**src/design/hsv2rgb_pkg.sv**
```systemverilog
package hsv2rgb_pkg;

  // Whole degrees below a full turn fit in this many bits
  localparam int HUE_INT_BITS = 9;
  // Whole degrees inside one sector fit in this many bits
  localparam int SECTOR_DEG_BITS = 6;
  localparam int DEG_PER_SECTOR = 60;
  localparam int FULL_DEG = 360;

  typedef logic [2:0] sector_t;

  localparam sector_t SECTOR_RED_YELLOW = 3'd0;
  localparam sector_t SECTOR_YELLOW_GREEN = 3'd1;
  localparam sector_t SECTOR_GREEN_CYAN = 3'd2;
  localparam sector_t SECTOR_CYAN_BLUE = 3'd3;
  localparam sector_t SECTOR_BLUE_MAGENTA = 3'd4;
  localparam sector_t SECTOR_MAGENTA_RED = 3'd5;

endpackage

```
**src/design/hsv_to_rgb_converter_top.sv**
```systemverilog
// HSV to RGB pixel converter.
// Input channel: in_valid / in_stall carry one HSV item (hue, saturation, brightness).
// Hue is unsigned degrees with HUE_FRACTION_BITS fraction bits; a hue at or above 360
// degrees wraps once. Saturation and brightness are CHANNEL_BITS-bit fractions where
// all ones means 1.0.
// Output channel: out_valid / out_stall carry one RGB item (red, green, blue) per input
// item, each channel rounded once to the nearest code, halves up.
// Throughput: one item per clock. Every stage holds an item and a valid bit, so a new
// item enters each cycle while the pipeline moves.
// Eight register stages: hue wrap and products, sector, mirror and scale, X term,
// rounding offset, two stages of reciprocal multiplies for the constant divisions,
// and the output register.
// Stall: when out_stall is high a full output register holds; bubbles ahead of it still
// close up, and in_stall rises only once every stage holds an item.
// Reset: rst clears all valid bits; pipeline data is left as is.
module hsv_to_rgb_converter_top #(
  parameter int CHANNEL_BITS = 8,
  parameter int HUE_FRACTION_BITS = 4
) (
  input  logic                                clk,
  input  logic                                rst,
  input  logic                                in_valid,
  output logic                                in_stall,
  input  logic [8+HUE_FRACTION_BITS:0]        hue,
  input  logic [CHANNEL_BITS-1:0]             saturation,
  input  logic [CHANNEL_BITS-1:0]             brightness,
  output logic                                out_valid,
  input  logic                                out_stall,
  output logic [CHANNEL_BITS-1:0]             red,
  output logic [CHANNEL_BITS-1:0]             green,
  output logic [CHANNEL_BITS-1:0]             blue
);

  import hsv2rgb_pkg::*;

  localparam int CB = CHANNEL_BITS;
  localparam int HF = HUE_FRACTION_BITS;
  localparam int HW = HUE_INT_BITS + HF;      // hue width
  localparam int FW = SECTOR_DEG_BITS + HF;   // offset inside a sector
  localparam int AW = 2 * CB;                 // channel products
  localparam int WAW = AW + FW;               // products scaled by a sector width
  localparam int NW = 2 * CB + 7 + HF;        // mid numerator
  localparam int LW = 2 * CB + 1;             // dividends of the division by CH_MAX
  localparam int NS = 8;                      // stages including the output register

  // Twice the denominator is CH_MAX * W_ODD << (HF + 3): drop the power of two by a
  // shift, then divide by W_ODD and by CH_MAX in turn. Nested floors stay exact.
  localparam int W_ODD = DEG_PER_SECTOR / 4;
  localparam int ZW = NW - HF - 3;            // mid numerator after the shift
  localparam int K_ODD = ZW + 4;              // W_ODD is below 16
  localparam int KM = LW + CB;
  localparam int RMW = 2 * CB + 2;
  localparam int PZW = 2 * ZW + 1;
  localparam int PMW = LW + RMW;

  localparam logic [CB-1:0] CH_MAX = {CB{1'b1}};
  localparam logic [HW-1:0] FULL_TURN = HW'(FULL_DEG) << HF;
  localparam logic [FW-1:0] SECTOR_W = FW'(DEG_PER_SECTOR) << HF;
  localparam logic [NW-1:0] DEN_HALF = NW'(CH_MAX) * NW'(SECTOR_W);
  localparam logic [ZW:0] R_ODD =
    (ZW+1)'(((64'd1 << K_ODD) + 64'(W_ODD) - 64'd1) / 64'(W_ODD));
  localparam logic [RMW-1:0] R_M =
    RMW'(((64'd1 << KM) + 64'(CH_MAX) - 64'd1) / 64'(CH_MAX));

  logic [NS-1:0] vld;
  logic [NS-1:0] adv;

  // Pipeline control: a stage loads when it is empty or its successor moves
  assign adv[NS-1] = !vld[NS-1] || !out_stall;
  for (genvar k = 0; k < NS - 1; k++) begin : g_adv
    assign adv[k] = !vld[k] || adv[k+1];
  end

  assign in_stall = !adv[0];
  assign out_valid = vld[NS-1];

  always_ff @(posedge clk) begin
    if (rst) begin
      vld <= '0;
    end else begin
      if (adv[0]) begin
        vld[0] <= in_valid;
      end
      for (int k = 1; k < NS; k++) begin
        if (adv[k]) begin
          vld[k] <= vld[k-1];
        end
      end
    end
  end

  // Stage 1: wrap hue, form S*V and V*(1-S)
  logic [HW-1:0] h1;
  logic [AW-1:0] sv1;
  logic [AW-1:0] a1;
  logic [CB-1:0] v1;

  always_ff @(posedge clk) begin
    if (adv[0]) begin
      h1 <= (hue >= FULL_TURN) ? hue - FULL_TURN : hue;
      sv1 <= AW'(saturation) * AW'(brightness);
      a1 <= AW'(CH_MAX - saturation) * AW'(brightness);
      v1 <= brightness;
    end
  end

  // Stage 2: find the sector and the offset inside it
  logic [HUE_INT_BITS-1:0] hdeg;
  sector_t sec_next;
  logic [HW-1:0] sec_base;
  sector_t sec2;
  logic [FW-1:0] f2;
  logic [AW-1:0] sv2;
  logic [AW-1:0] a2;
  logic [CB-1:0] v2;

  always_comb begin
    hdeg = h1[HW-1:HF];
    priority if (hdeg >= HUE_INT_BITS'(5 * DEG_PER_SECTOR)) begin
      sec_next = SECTOR_MAGENTA_RED;
    end else if (hdeg >= HUE_INT_BITS'(4 * DEG_PER_SECTOR)) begin
      sec_next = SECTOR_BLUE_MAGENTA;
    end else if (hdeg >= HUE_INT_BITS'(3 * DEG_PER_SECTOR)) begin
      sec_next = SECTOR_CYAN_BLUE;
    end else if (hdeg >= HUE_INT_BITS'(2 * DEG_PER_SECTOR)) begin
      sec_next = SECTOR_GREEN_CYAN;
    end else if (hdeg >= HUE_INT_BITS'(DEG_PER_SECTOR)) begin
      sec_next = SECTOR_YELLOW_GREEN;
    end else begin
      sec_next = SECTOR_RED_YELLOW;
    end
    sec_base = HW'(DEG_PER_SECTOR * int'(sec_next)) << HF;
  end

  always_ff @(posedge clk) begin
    if (adv[1]) begin
      sec2 <= sec_next;
      f2 <= FW'(h1 - sec_base);
      sv2 <= sv1;
      a2 <= a1;
      v2 <= v1;
    end
  end

  // Stage 3: mirror the offset in odd sectors, scale V*(1-S) by the sector width.
  // The min channel rounds as floor((2a + CH_MAX) / 2) / CH_MAX = (a + CH_MAX / 2) / CH_MAX.
  sector_t sec3;
  logic [FW-1:0] t3;
  logic [WAW-1:0] wa3;
  logic [AW-1:0] sv3;
  logic [LW-1:0] nlo3;
  logic [CB-1:0] v3;

  always_ff @(posedge clk) begin
    if (adv[2]) begin
      sec3 <= sec2;
      t3 <= sec2[0] ? SECTOR_W - f2 : f2;
      wa3 <= WAW'(a2) * WAW'(SECTOR_W);
      sv3 <= sv2;
      nlo3 <= LW'(a2) + LW'(CH_MAX >> 1);
      v3 <= v2;
    end
  end

  // Stage 4: X term before scaling
  sector_t sec4;
  logic [WAW-1:0] prod4;
  logic [WAW-1:0] wa4;
  logic [LW-1:0] nlo4;
  logic [CB-1:0] v4;

  always_ff @(posedge clk) begin
    if (adv[3]) begin
      sec4 <= sec3;
      prod4 <= WAW'(sv3) * WAW'(t3);
      wa4 <= wa3;
      nlo4 <= nlo3;
      v4 <= v3;
    end
  end

  // Stage 5: mid numerator with the half-unit rounding offset, power of two dropped
  sector_t sec5;
  logic [ZW-1:0] nmid5;
  logic [LW-1:0] nlo5;
  logic [CB-1:0] v5;

  always_ff @(posedge clk) begin
    if (adv[4]) begin
      sec5 <= sec4;
      nmid5 <= ZW'((((NW'(wa4) + NW'(prod4)) << 1) + DEN_HALF) >> (HF + 3));
      nlo5 <= nlo4;
      v5 <= v4;
    end
  end

  // Stage 6: divide the mid numerator by W_ODD, the min numerator by CH_MAX
  sector_t sec6;
  logic [PZW-1:0] pz6;
  logic [PMW-1:0] pl6;
  logic [CB-1:0] v6;

  always_ff @(posedge clk) begin
    if (adv[5]) begin
      sec6 <= sec5;
      pz6 <= PZW'(nmid5) * PZW'(R_ODD);
      pl6 <= PMW'(nlo5) * PMW'(R_M);
      v6 <= v5;
    end
  end

  // Stage 7: divide the mid quotient by CH_MAX, take the min channel
  sector_t sec7;
  logic [PMW-1:0] pm7;
  logic [CB-1:0] lo7;
  logic [CB-1:0] v7;

  always_ff @(posedge clk) begin
    if (adv[6]) begin
      sec7 <= sec6;
      pm7 <= PMW'(pz6[K_ODD +: LW]) * PMW'(R_M);
      lo7 <= pl6[KM +: CB];
      v7 <= v6;
    end
  end

  // Output register: place max, mid and min by sector
  logic [CB-1:0] hi;
  logic [CB-1:0] md;
  logic [CB-1:0] lo;

  assign hi = v7;
  assign md = pm7[KM +: CB];
  assign lo = lo7;

  always_ff @(posedge clk) begin
    if (adv[NS-1]) begin
      unique case (sec7)
        SECTOR_RED_YELLOW: begin
          red <= hi;
          green <= md;
          blue <= lo;
        end
        SECTOR_YELLOW_GREEN: begin
          red <= md;
          green <= hi;
          blue <= lo;
        end
        SECTOR_GREEN_CYAN: begin
          red <= lo;
          green <= hi;
          blue <= md;
        end
        SECTOR_CYAN_BLUE: begin
          red <= lo;
          green <= md;
          blue <= hi;
        end
        SECTOR_BLUE_MAGENTA: begin
          red <= md;
          green <= lo;
          blue <= hi;
        end
        default: begin
          red <= hi;
          green <= lo;
          blue <= md;
        end
      endcase
    end
  end

endmodule

```
**config.mk**
```make
export PLATFORM = sky130hd
export DESIGN_NAME = hsv_to_rgb_converter_top
export DESIGN_NICKNAME = d
export VERILOG_FILES = /design/src/design/hsv2rgb_pkg.sv /design/src/design/hsv_to_rgb_converter_top.sv
export SDC_FILE = /design/constraint.sdc
export NUM_CORES = 1
export LEC_CHECK = 0
export BUFFER_PORTS_ARGS = -buffer_cell sky130_fd_sc_hd__buf_2
export CAP_MARGIN = 40
export CORE_MARGIN = 5
export CORE_UTILIZATION = 70
export CTS_BUF_LIST = sky130_fd_sc_hd__clkbuf_8
export CTS_CLUSTER_DIAMETER = 30
export CTS_CLUSTER_SIZE = 16
export DETAILED_ROUTE_END_ITERATION = 10
export MAX_ROUTING_LAYER = met4
export PLACE_DENSITY = 0.93
export SYNTH_ARGS = -nofsm -noshare
export SYNTH_HDL_FRONTEND = slang
export SYNTH_SLANG_ARGS = --single-unit
```
**constraint.sdc**
```tcl
create_clock -name clk -period 12.91 [get_ports clk]
set_input_delay 1.291 -clock clk [delete_from_list [all_inputs] [get_ports clk]]
set_output_delay 1.291 -clock clk [all_outputs]
set_load 0.1 [all_outputs]
```
==> reports/metrics.sh <==
OUTCOME='complete, no violations'
CRIT_PATH_MAX_INCR_DELAY_NS=0.71
STARTPOINT_TYPE='flop'
CRITPATHMAXFANOUT=16
ANTENNA_FOUND_INITIAL=0
CTS_TREE='done'
GRT_OVERFLOW=0
BUFFER_PORTS.INSERTED=58
CRIT_PATH_END_KIND='flop'
YOSYS.AREA.TOP_TYPE_SHARE_PCT=35.6
POST_DRT_WL_PER_CELL_UM=19.1
YOSYSMOSTFREQUENTCELL='ha_1'
SETUP-VIOLATIONS-FINAL=0
MAX-CAP-VIOLATIONS=0
CORE-AREA_UM2=45600
DIE_HEIGHT_UM=225
CTS_BUFFERS=71
FINAL-SEQ-AREA_UM2=11700
POSTSYNTHCELLCOUNT=2802
YS_FF_LATCH=392
MULTIINPUTGATEAREA_UM2=18800
WORST_CLK_SKEW_NS=0.0467
FINALWEIGHTEDCONGESTION=0.931
FINAL_WL_UM=67700
POST_SYNTH_MAIN_AREA_CONTRIBUTORS='edfxtp_1, ha_1, fa_1, inv_1, xnor2_1'
DRT_FIRST_ITER_VIOLATIONS=1542
CTS.ROOT.BUFFER_CELL='clkbuf_8'
GRT_START_MAX_NET_PINS=70
DOMINANTREGCELLSYNTH='edfxtp_1'
ANTENNADIODECOUNT=0
HOLD_BUFS_AT_CTS=0
HTREE_NUM_LEVELS=3
CRITICAL-PATH-TOP-CELL-BY-COUNT='fa_1'
GRT_UTIL_ALL_LAYERS_PCT=28.4
FINAL.FILL_COUNT=2566
SLEW_AT_THE_PIN_CLOSEST_TO_ITS_MAX_SLEW_LIMIT_NS=0.842
SETUP_TOTAL_NEGATIVE_SLACK_NS=0
CLOCK_TREE.BUFFER_DEPTH=3
GRT_SETUP_UNREPAIRED='no'
FINAL_MIN_PERIOD_OVER_CLOCK_PERIOD_PCT=47.5
WORST-ENDPOINT-ARRIVAL_NS=6.60
SYN_NETS=3632
NUMBER_OF_SLEW_LIMIT_VIOLATIONS_IN_THE_FINAL_REPORT=0
REMAINING_DRC_ERRORS=0
CTS_RESIZED=0
SYNTH_EDF_COUNT=384
SYNTH.DISTINCT_CELLS=73
DIE_AREA_UM2=50700
YOSYS_WARNINGS=0
POSTSYNTH.ASYNCRESETSHARE_PCT=0
CRIT_PATH_CELL_TRACE='nand2_1 > fa_1 > fa_1 > inv_1 > fa_1 > fa_1 > inv_1 > fa_1 > inv_1 > ha_1 > nand4_1 > nor4_2 > o2111ai_1 > o211a_1 > o21ai_2 > a21o_1 > nand2_1 > a221oi_1'
INITIAL_CORE_UTIL_PCT=71.1
GRT_FIRST_PASS_WIRELENGTH_UM=113000
FMAX_MHz=163
POSTROUTEANTENNANETS=0
CRITICALPATHCATEGORY='reg -> reg'
POST_SYNTH.CELL_AREA_AVG_UM2=11.6
CLOCK-SINKS=392
VIAS_PER_CELL=5.93
DRIVE_ABOVE_1_SHARE_PCT=7.74
ROWS=78
SYN_AREA_UM2=32400
POST-ROUTE-UTIL_PCT=76.8
VIAS=21021
CLK_PIN_SLEW_WORST_PATHS_NS=0.08
CP_SLOWEST_CELL='edfxtp_1'
POSTCTSSETUPBUFFERS=0
DIEWIDTH_UM=225
FIN_NETS=3718
DP_HPWL_UM=49700
FINAL.MIN_CLOCK_PERIOD_NS=6.14
HP-CLASS='reg -> reg'
DRT_FIRST_PASS_ITERS=5
TIMING.SLEW.HEADROOM_PCT=43.9
REQUIRED_TIME_AT_THE_ENDPOINT_OF_THE_CRITICAL_PATH_NS=13.37
IO_PINS=59
WORSTSKEWPAIRLATENCY_NS=0.66
SYNTH_TOP_CELL_BY_AREA='edfxtp_1'
AREAGROWTHSYNTHTOFINISH_PCT=8.09
SYNTH.TOP_CELLS.BY_COUNT='ha_1, inv_1, edfxtp_1, fa_1, nand2_1'
FINAL_HOLD_VIOL_COUNT=0
NUMBER_OF_GLOBAL_ROUTE_VIAS_BEFORE_REPAIR=23120
SYNTH-SEQ-AREA-SHARE_PCT=36.1
-- path summary, 6_finish.rpt --
kind | cells past startpoint | slack, ns | end | start
setup / recovery | 18 | 6.77 | prod4[23]$_DFFE_PP_ | t3[9]$_DFFE_PP_
hold / removal | 0 | 0.40 | wa4[13]$_DFFE_PP_ | wa3[13]$_DFFE_PP_
setup reg to reg | 18 | 6.77 | prod4[23]$_DFFE_PP_ | t3[9]$_DFFE_PP_
hold reg to reg | 0 | 0.40 | wa4[13]$_DFFE_PP_ | wa3[13]$_DFFE_PP_
-- registers in the layout, indices dropped and copies added, names as in the netlist, 10 cells and up --
signal,cells
prod4,21
h1,13
sv3,16
nlo4,17
sv1,16
pz6,17
a2,16
sv2,16
nlo3,17
wa3,20
wa4,20
a1,16
f2,10
nmid5,20
t3,10
nlo5,17
-- cell families (layout without fill, tap and decap cells) --
logic type               Yosys count  in the layout  share of synthesized area [%]
AO/OA/AOI/OAI                    322            322                           6.75
XOR/XNOR                         145            145                           3.99
adder cells (fa/ha/maj)          798            798                           37.1
buffers and inverters            502            647                           5.82
flip-flops                       392            392                           36.1
multiplexers                       8              8                          0.247
AND/OR/NAND/NOR                  635            635                           9.99
-- layout make-up --
type / count / share of cell area [%]
Multi-Input combinational cell: 1908 / 53.8
Sequential cell: 392 / 33.4
Inverter: 444 / 4.76
Clock buffer: 76 / 2.99
Tap cell: 600 / 2.14
Clock inverter: 56 / 1.62
Timing Repair Buffer: 71 / 1.30
-- routing by layer --
metal / wire length (µm) / vias to the layer above / global-route usage (%)
li1: - / 9667 / -
met1: 24900 / 10301 / 31.9
met2: 35700 / 783 / 50.1
met3: 3750 / 270 / 4.56
met4: 3260 / 0 / 12.8
met5: 0 / - / -
-- worst max-delay path, delay by kind of cell, from the launching register on --
family / cells / cell delay [ns]
adder cells (fa/ha/maj): 6 / 3.01
AO/OA/AOI/OAI: 5 / 1.35
AND/OR/NAND/NOR: 4 / 0.73
flip-flops: 1 / 0.71
buffers and inverters: 3 / 0.15
-- metrics by stage --
stage | setup WS (ns) | instances | hold WS (ns) | instance area [µm²]
floorplan | 5.36 | 2802 | 0.400 | 32400
global placement | 7.10 | 3409 | 0.401 | 33300
detailed placement | 6.87 | 3414 | 0.405 | 33400
CTS | 6.83 | 3546 | 0.390 | 35000
global route | 6.42 | 3547 | 0.383 | 35000
finish | 6.77 | 3547 | 0.398 | 35000
-- layout by cell type (no fill, tap or decap), types with 7 or more instances in the layout --
cell | netlist | final
nor3_1 | 29 | 29
buf_4 | 0 | 8
nand3_1 | 24 | 23
o21ai_0 | 74 | 74
nor2_1 | 100 | 100
o21a_1 | 13 | 13
o211ai_1 | 12 | 12
and3_1 | 11 | 11
xnor2_1 | 99 | 99
ha_1 | 524 | 524
clkinv_1 | 0 | 7
nand2_1 | 192 | 190
xor2_1 | 43 | 43
clkinvlp_4 | 0 | 7
a221oi_1 | 10 | 10
and2_1 | 121 | 121
fa_1 | 273 | 273
a21oi_1 | 71 | 71
inv_1 | 444 | 450
buf_2 | 0 | 58
or2_2 | 8 | 8
nand4_1 | 13 | 13
o21bai_1 | 8 | 8
mux2i_1 | 8 | 8
clkbuf_8 | 0 | 76
edfxtp_1 | 384 | 384
a211oi_1 | 18 | 18
a31oi_1 | 10 | 10
bufinv_16 | 0 | 7
a22o_1 | 8 | 8
dfxtp_1 | 8 | 8
a21o_1 | 39 | 39
clkinv_2 | 0 | 8
inv_8 | 0 | 9
nand2b_1 | 43 | 43
nor2b_1 | 67 | 67
a21boi_0 | 7 | 7
Power is left out: the tool's default activity adds up to more than one toggle a clock period on the data nets, which glitch-free logic cannot reach.
